[config.mk]
export PLATFORM = sky130hd
export DESIGN_NAME = cwc_ctrl
export DESIGN_NICKNAME = d
export VERILOG_FILES = /design/src/hw/rtl/cwc_pkg.sv /design/src/hw/rtl/cwc_ctrl.sv
export VERILOG_INCLUDE_DIRS = /design/src /design/src/hw/rtl
export SDC_FILE = /design/constraint.sdc
export NUM_CORES = 1
export LEC_CHECK = 0
export BUFFER_PORTS_ARGS = -buffer_cell sky130_fd_sc_hd__buf_4
export CAP_MARGIN = 20
export CORE_AREA = 2 2 39 41
export CTS_CLUSTER_SIZE = 8
export DETAILED_ROUTE_END_ITERATION = 10
export DIE_AREA = 0 0 41 43
export GPL_TIMING_DRIVEN = 0
export SYNTH_ARGS = -nofsm -noshare
export SYNTH_HDL_FRONTEND = slang
export SYNTH_SLANG_ARGS = --single-unit
[constraint.sdc]
create_clock -name i_clk -period 1.5 [get_ports i_clk]
set_clock_uncertainty 0.2 [all_clocks]
set_input_delay 0.3 -clock i_clk [delete_from_list [all_inputs] [get_ports i_clk]]
set_output_delay 0.3 -clock i_clk [all_outputs]
set_load 0.1 [all_outputs]
[src/hw/rtl/assert_macros.svh]
// Assertion macros shared by the convolution RTL.
// Depends on nothing; included by files that carry assertions.
`ifndef ASSERT_MACROS_SVH
`define ASSERT_MACROS_SVH
// Implication checked on every rising clock edge outside reset.
`define ASSERT_IMP(label, clk, rst_n, ante, cons) \
    label: assert property (@(posedge clk) disable iff (!rst_n) (ante) |-> (cons)) \
        else $error("assertion failed");
// Next-cycle implication checked outside reset.
`define ASSERT_NEXT(label, clk, rst_n, ante, cons) \
    label: assert property (@(posedge clk) disable iff (!rst_n) (ante) |=> (cons)) \
        else $error("assertion failed");
`endif

[src/hw/rtl/cwc_pkg.sv]
// Shared types, constants and helpers for the clamped window convolution.
// Depends on nothing.
package cwc_pkg;
    localparam int MAX_WIDTH  = 256;
    localparam int MAX_HEIGHT = 256;
    localparam int MAX_DIM    = 7;
    localparam int XW   = $clog2(MAX_WIDTH);
    localparam int YW   = $clog2(MAX_HEIGHT);
    localparam int PIX_DEPTH = MAX_WIDTH * MAX_HEIGHT;
    localparam int PAW  = $clog2(PIX_DEPTH);
    localparam int COEF_DEPTH = MAX_DIM * MAX_DIM;
    localparam int CAW  = $clog2(COEF_DEPTH);
    localparam int DW   = $clog2(MAX_DIM + 1);
    localparam int ACCW = 40;
    localparam int CSW  = 24;
    localparam int QW   = 48;
    localparam int CSUM_MIN = 52;

    localparam logic [1:0] CMD_PIX  = 2'd0;
    localparam logic [1:0] CMD_COEF = 2'd1;
    localparam logic [1:0] CMD_COMP = 2'd2;
    localparam logic [1:0] CMD_RSVD = 2'd3;   // unused, ignored

    // configuration register byte addresses
    localparam logic [3:0] REG_WIDTH  = 4'h0;
    localparam logic [3:0] REG_HEIGHT = 4'h4;
    localparam logic [3:0] REG_KDIM   = 4'h8;
    localparam logic [3:0] REG_AVG    = 4'hC;

    typedef struct packed {
        logic start;        // load request and begin a window pass
        logic next_tap;     // advance window counters
        logic accumulate;   // add returned sample
        logic div_start;    // begin rounding division
        logic div_step;     // one quotient bit
        logic finish;       // latch result
    } t_dp_cmd;

    typedef struct packed {
        logic last_tap;
        logic div_done;
    } t_dp_sts;

    // Effective odd kernel side, at least three, capped at the maximum.
    function automatic logic [DW-1:0] eff_dim(input logic [2:0] k);
        logic [DW:0] d;
        d = {{(DW-2){1'b0}}, k};
        if (!d[0]) d = d + 1'b1;
        if (d < 3) d = 3;
        if (d > MAX_DIM) d = (MAX_DIM % 2 != 0) ? (DW+1)'(MAX_DIM) : (DW+1)'(MAX_DIM - 1);
        return d[DW-1:0];
    endfunction
endpackage

[src/hw/rtl/cwc_ctrl.sv]
// Controller: sequences window reads, MAC drain, division and output.
// Depends on cwc_pkg and assert_macros.svh.
`include "assert_macros.svh"
module cwc_ctrl import cwc_pkg::*; (
    input  logic    i_clk,
    input  logic    i_rst_n,
    input  logic    i_go,        // compute accepted in range
    input  logic    i_oor,       // compute accepted, out of range
    input  t_dp_sts i_sts,
    input  logic    i_out_taken,
    output t_dp_cmd o_cmd,
    output logic    o_busy,
    output logic    o_out_valid,
    output logic    o_out_oor
);
    localparam logic [2:0] S_IDLE = 3'd0, S_READ = 3'd1, S_DRAIN = 3'd2,
                           S_DIVS = 3'd3, S_DIV = 3'd4, S_FIN = 3'd5, S_OUT = 3'd6;
    logic [2:0] r_state, n_state;
    logic [1:0] r_drain, n_drain;
    logic       r_oor, n_oor;

    always_comb begin
        n_state = r_state;
        n_drain = r_drain;
        n_oor   = r_oor;
        o_cmd   = '0;
        case (r_state)
            S_IDLE: begin
                if (i_go) begin
                    o_cmd.start = 1'b1;
                    n_state = S_READ;
                    n_oor = 1'b0;
                end else if (i_oor) begin
                    n_state = S_OUT;
                    n_oor = 1'b1;
                end
            end
            S_READ: begin
                o_cmd.accumulate = 1'b1;
                o_cmd.next_tap = 1'b1;
                if (i_sts.last_tap) begin
                    n_state = S_DRAIN;
                    n_drain = 2'd3;
                end
            end
            S_DRAIN: begin
                n_drain = r_drain - 1'b1;
                if (r_drain == 2'd1) n_state = S_DIVS;
            end
            S_DIVS: begin
                o_cmd.div_start = 1'b1;
                n_state = S_DIV;
            end
            S_DIV: begin
                o_cmd.div_step = 1'b1;
                if (i_sts.div_done) n_state = S_FIN;
            end
            S_FIN: begin
                o_cmd.finish = 1'b1;
                n_state = S_OUT;
            end
            S_OUT: begin
                if (i_out_taken) n_state = S_IDLE;
            end
            default: n_state = S_IDLE;
        endcase
    end

    always_ff @(posedge i_clk) begin
        if (!i_rst_n) begin
            r_state <= S_IDLE;
            r_drain <= '0;
            r_oor   <= 1'b0;
        end else begin
            r_state <= n_state;
            r_drain <= n_drain;
            r_oor   <= n_oor;
        end
    end

    assign o_busy      = (r_state != S_IDLE);
    assign o_out_valid = (r_state == S_OUT);
    assign o_out_oor   = r_oor;

    `ASSERT_NEXT(a_oor_direct, i_clk, i_rst_n, (r_state == S_IDLE) && i_oor && !i_go, r_state == S_OUT)
    `ASSERT_IMP(a_idle_quiet, i_clk, i_rst_n, r_state == S_IDLE, !o_out_valid)
    `ASSERT_NEXT(a_fin_out, i_clk, i_rst_n, r_state == S_FIN, o_out_valid && !o_out_oor)
endmodule

Word level (Yosys, flattened, before mapping)
Cells that the tools add are included.
Word-level totals
  register bits after elaboration: 6
  bits in latches: 0
  RAM bits: 0
  bits in read-only memories: 0
  input bits: 7
  output and inout bits: 9
  word-level logic and storage cells: 40
  memories kept: 0
Operators by class
  $add $sub $neg: 1
  multiply operators: 0
  divide/modulo/power cells: 0
  magnitude comparators: 0
  eq/ne operators: 12
  shift operators: 0
  multiplexer cells: 17
  bitwise operators: 0
  reduce and logical (&&, ||, !) cells: 7
Operators with widths (count)
  $pmux W3 S7: 1
  $mux W3: 6
  $eq A3 B3 Y1 const B: 3
  $ne A2 B2 Y1 const B: 4
  $mux W1: 7
  $eq A3 B2 Y1 const B: 2
  $reduce_and A5 Y1: 1
  $mux W2: 2
  $pmux W2 S2: 1
  $reduce_and A2 Y1: 2
  $reduce_bool A2 Y1: 2
  $eq A3 B1 Y1 const B: 1
  $logic_not A3 Y1: 1
  $ne A3 B3 Y1 const B: 1
  $reduce_bool A3 Y1: 1
  $eq A2 B1 Y1 const B: 1
  $sub A2 B1 Y2 const B: 1

Logic depth before layout (Yosys ltp)
Gate-level depths: netlist of run 1.
  depth after elaboration: 3
  mapped depth: 5
  depth with buffers taken out: 5

Worst setup path after synthesis of run 1
No wires, ideal clock.
  path kind: register -> output
  start point: reg r_state[2]
  end point: out o_cmd[4] (netlist bit)
  arrival: 2242 ps
  data required time: 1000 ps
  setup slack: -1242 ps
  cell stages (with the launch flop): 4
  cell sequence: dfxtp_1 > buf_2 > nor3b_2 > buf_4
RTL lines
  from (decl): RTL line cwc_ctrl.sv:18  | logic [2:0] r_state, n_state;
  from (signal assigned): RTL line cwc_ctrl.sv:75  | r_state <= n_state;
  to (decl): RTL line cwc_ctrl.sv:11  | output t_dp_cmd o_cmd,

==> run metrics, run 1 <==
DP Area 608 um2; register bit total from synthesis 6; Synth warnings 0; post-route setup slack -277 ps; Vias 512; WS Path Type flop to primary output; global-route wire length before repair 1980 um; fin crit share 118%; Worst setup EP type primary output; post-synth net total 62; reg-to-reg endpoint r_state[0]$_SDFFE_PN0P_; Total GRT Usage 17.1%; sequential share of the synthesized area 27.7%; Worst Path Max Fanout 5; first-pass iteration count of the detailed router 3; total core area 1380 um2; Post-Syn Area per Cell 8.04 um2; RD Place Congestion 0.782; status finished with violations; WHS Path Cells 3; startpoint types flop; final setup fails 10; Mapped Cells 54; internal reg-to-reg setup slack -50 ps; vias per cell 5.07; Hold-fix buffers, CTS 0; ant diodes 0; min Tclk post-route 1780 ps; htree depth 1; routed wire length per instance 12.9 um; async set-reset flop share out of synthesis 0%; Detailed Place HPWL 803 um; vias in the first global route 491; CTS tree built; Layout Cells excl Fill 101; Routed WL 1310 um; Cell variety after synth 31; Rel. slew slack 81.6%; I/O pins 16; worst reg2reg path depth 7; max_cap viols 0; CP max stage cell dfxtp_4; die span in x 41 um; Design Area, Final 862 um2; Placed Instances 85; Filler Cell Count 128; Main synth FF type dfxtp_1; ranking of synthesized cells by area dfxtp_1, a21oi_1, nor3_1; TritonCTS buffer count 3; layout cells sized above 1 58.8%; CTS Sinks 6; R2R Path Start r_state[1]$_SDFFE_PN0P_; P&R area growth vs syn 98.6%; die area 1760 um2; Yosys top cell area share 27.7%; Worst Path Required 1000 ps; crit-path max cell delay 360 ps; IO Port Bufs 15; CP Data Arrival Time 1280 ps; area leader, netlist dfxtp_1; failing checks setup timing; Setup WS pre-CTS -204 ps; Routed Antenna Nets 0; clk_lat worst skew 240 ps; clock root buffer clkbuf_4; RSZ-0062 raised after global routing true; die height 43 um; final net count 95; Row Count 14; path type of the worst min-delay path input pin to flop; Initial Util 31.4%; CP cell instances buf_8 > inv_1 > and3_4 > buf_12; Initial DRC Count 9; fmax 563 MHz; Slew Limit Fails 0; DRC 0; GR Overflow Total 0; Synth Cell Area 434 um2; Clock Pin Slew Worst Setup and Hold Paths 40 ps; maximum clock path buffer count 2; Tightest Pin Transition 278 ps; endpoints failing hold 0; antenna violations before repair 0; largest net degree at the start of global routing 11; Post-synth EDFFs 0; min-delay src i_oor; Hold Path Sink o_out_oor$_SDFFE_PN0P_
[cells by family (layout without fill, tap and decap cells)]
kind of cell / Yosys count / in the layout / share of synthesized area (%)
DFF: 6 / 6 / 27.7
muxes: 1 / 1 / 2.59
and+or+nand+nor: 22 / 22 / 33.1
buffers and inverters: 9 / 40 / 11.5
adders and majority gates: 1 / 1 / 2.88
AOI/OAI and AO/OA: 15 / 15 / 22.2
[critical path: cells and delay by family (launching register included)]
family                 cells  cell delay [ps]
buffers and inverters      3              450
DFF                        1              360
and+or+nand+nor            1              230
[worst max-delay path by stage]
stage | startpoint | end | slack, ps
after floorplan | r_state[1]$_SDFFE_PN0P_ | o_cmd[4] | -660
after global placement | r_state[0]$_SDFFE_PN0P_ | o_cmd[5] | -220
after detailed placement | r_state[0]$_SDFFE_PN0P_ | o_cmd[5] | -200
after CTS | r_state[1]$_SDFFE_PN0P_ | o_cmd[3] | -280
after global routing | r_state[1]$_SDFFE_PN0P_ | o_cmd[0] | -320
final | r_state[1]$_SDFFE_PN0P_ | o_cmd[0] | -280
[metrics by stage]
stage	utilization (%)	setup TNS (ps)	hold slack (ps)
floorplan	-	-2060	271
global placement	43.9	-612	298
detailed placement	43.9	-598	316
CTS	57.4	-1590	157
global route	62.3	-2060	162
finish	62.3	-1580	159
[metal layers]
layer | vias to the layer above | wire length (um) | global-route usage [%]
li1 | 256 | - | -
met4 | 0 | 8 | 14.7
met5 | - | 0 | 0
met3 | 2 | 53 | 4.71
met2 | 14 | 711 | 25.9
met1 | 240 | 534 | 18.2
[area by class of cell]
class | count | area, um2 | share of cell area (%)
Timing Repair Buffer | 28 | 304 | 35.3
Sequential cell | 6 | 131 | 15.2
Inverter | 5 | 18.8 | 2.18
Tap cell | 16 | 20.0 | 2.32
Multi-Input combinational cell | 39 | 312 | 36.1
Clock buffer | 3 | 22.5 | 2.61
Buffer | 4 | 53.8 | 6.24
[cells in the final DEF, fill, tap and decap left out, types with 3 or more instances in the layout]
master    netlist  routed
buf_4           2      19
buf_12          0       7
a21oi_1         5       5
buf_6           1       4
inv_1           5       4
nor3_1          4       3
clkbuf_4        0       3
dfxtp_1         6       3
dfxtp_4         0       3
[cell usage after synthesis, drive strengths merged (2+ instances only)]
master and instances:
inv 5, dfxtp 6, nor3b 2, nor3 4
and3 2, nor2 4, o21ai 4, buf 4
a21oi 5
[registers in the layout (all words and copies together), names as in the netlist]
register and count:
r_drain 2, o_out_oor 1, r_state 3
[timing repair]
action,in CTS,in global routing
cloned,0,0
gates resized for setup,29,6
setup buffers,7,6
setup endpoints to repair,8,10
pin swaps,2,5
Power of run 1 is left out: the tool's default activity adds up to more than one toggle a clock period on the data nets, which glitch-free logic cannot reach.
==> run 2: changes to the inputs <==
--- a/config.mk
+++ b/config.mk
@@ -13,6 +13,7 @@
 export DETAILED_ROUTE_END_ITERATION = 10
 export DIE_AREA = 0 0 41 43
 export GPL_TIMING_DRIVEN = 0
+export SKIP_LAST_GASP = 1
 export SYNTH_ARGS = -nofsm -noshare
 export SYNTH_HDL_FRONTEND = slang
 export SYNTH_SLANG_ARGS = --single-unit
==> run 2 against run 1 <==
Effect of this change:
- the flow still finishes with violations (setup timing)
- sequential share of layout area shrank 0.088 points
- worst setup slack worse by 12 ps
- final cell count unchanged
- largest cell class unchanged
- count of clock-buffer cells in the layout unchanged
- non-clock buffer count unchanged
- first-iteration DRC count down 44%
- via count rose by 1.2%
==> run metrics, run 2 (synthesized netlist as in run 1, its figures left out) <==
vias per cell 5.13 (+1.2%); total core area 1380 um2 (unchanged); DRC 0 (unchanged); most frequent cells in the layout buf_4, buf_12, buf_6; worst reg2reg path depth 5 (-2); Slew Limit Fails 0 (unchanged); M1 WL 535 um (+0.19%); Critical Path End o_cmd[3]; final net count 95 (unchanged); I/O pins 16 (unchanged); final setup fails 10 (unchanged); Row Count 14 (unchanged); reg-to-reg endpoint r_state[2]$_SDFFE_PN0P_; Initial DRC Count 5 (-4); maximum clock path buffer count 2 (unchanged); RD Place Congestion 0.782 (unchanged); Top reg by flops r_state; Vias 518 (+1.2%); die height 43 um (unchanged); post-route setup slack -289 ps (-11.5 ps); Top Layer Used met4; failing checks setup timing; most common cell after layout, fill and taps aside buf_4; first-pass iteration count of the detailed router 4 (+1); Clock Pin Slew Worst Setup and Hold Paths 40 ps (about the same); internal reg-to-reg setup slack -60 ps (about the same); metal2 WL 695 um (-2.3%); Tightest Pin Transition 278 ps (-0.00799 ps); CP Launch Point r_state[1]$_SDFFE_PN0P_; Filler Cell Count 127 (-0.78%); routed wire length per instance 12.8 um (-0.92%); GR Overflow Total 0 (unchanged); Worst Path Max Fanout 5 (unchanged); IO Port Bufs 15 (unchanged); Worst Path Required 1000 ps (about the same); antenna violations before repair 0 (unchanged); R2R Path Start r_state[1]$_SDFFE_PN0P_; fin crit share 119% (+0.77 points); Hold-fix buffers, CTS 0 (unchanged); largest net degree at the start of global routing 11 (unchanged); WS Path Type flop to primary output; global-route wire length before repair 1980 um (unchanged); die span in x 41 um (unchanged); WL met3 56 um (+5.7%); CP Data Arrival Time 1290 ps (about the same); P&R area growth vs syn 99.7%; fmax 559 MHz (-0.64%); layout cells sized above 1 58.8% (unchanged); Total GRT Usage 17.1% (unchanged); Hold Slack 155 ps (-3.83 ps); status finished with violations; htree depth 1 (unchanged); Largest register FFs 3 (unchanged); Routed Antenna Nets 0 (unchanged); RSZ-0062 raised after global routing true; startpoint types flop; clock root buffer clkbuf_4; TritonCTS buffer count 3 (unchanged); Detailed Place HPWL 803 um (unchanged); Initial Util 31.4% (unchanged); die area 1760 um2 (unchanged); CTS Sinks 6 (unchanged); max_cap viols 0 (unchanged); Setup WS pre-CTS -204 ps (unchanged); Worst setup EP type primary output; CTS tree built; ant diodes 0 (unchanged); min Tclk post-route 1790 ps (+11.5 ps); Routed WL 1300 um (-0.92%); vias in the first global route 491 (unchanged); clk_lat worst skew 240 ps (about the same); endpoints failing hold 0 (unchanged); Rel. slew slack 81.6% (about the same); path type of the worst min-delay path input pin to flop
## run 2: layer usage
metal	vias up	global-route usage, %
li1	257	-
met4	0	14.7
met3	2	4.71
met5	-	0
met2	16	25.9
met1	243	18.2
## run 2: metrics by stage
stage          std cells  util [%]  TNS (ps)  area, um2
2_1_floorplan         54         -     -2060        475
3_3_place_gp          85      43.9      -612        608
3_5_place_dp          85      43.9      -598        608
4_1_cts               95      57.1     -1610        791
5_1_grt              101      62.7     -2020        867
6_report             101      62.7     -1560        867
## run 2: layout make-up
class | instances | area, um2 | area share [%]
Multi-Input combinational cell | 39 | 313 | 36.1
Timing Repair Buffer | 28 | 304 | 35.1
Sequential cell | 6 | 131 | 15.2
Buffer | 4 | 53.8 | 6.20
Clock buffer | 3 | 22.5 | 2.60
Inverter | 5 | 22.5 | 2.60
Tap cell | 16 | 20.0 | 2.31
## run 2: worst min-delay path by stage
stage | start | to | slack [ps] | depth (start not counted)
after floorplan | i_rst_n | r_state[0]$_SDFFE_PN0P_ | 270 | 2
after global routing | i_sts[0] | r_state[0]$_SDFFE_PN0P_ | 170 | 3
after global placement | o_out_oor$_SDFFE_PN0P_ | o_out_oor$_SDFFE_PN0P_ | 300 | 2
after detailed placement | o_out_oor$_SDFFE_PN0P_ | o_out_oor$_SDFFE_PN0P_ | 320 | 2
final | i_oor | o_out_oor$_SDFFE_PN0P_ | 150 | 3
after CTS | i_sts[0] | r_state[0]$_SDFFE_PN0P_ | 160 | 3
## run 2: critical path, stage by stage, from the launching register on
cell and delay (ps):
dfxtp_4 360, buf_8 130, nor3b_4 240, buf_6 140, buf_12 160
## run 2: timing repair
action,CTS,global route
endpoints found under the setup margin,8,10
gates resized for setup,28,8
hold endpoints to repair,0,0
setup buffers,7,6
pin swaps,2,4
Power of run 2 is left out for the same reason.
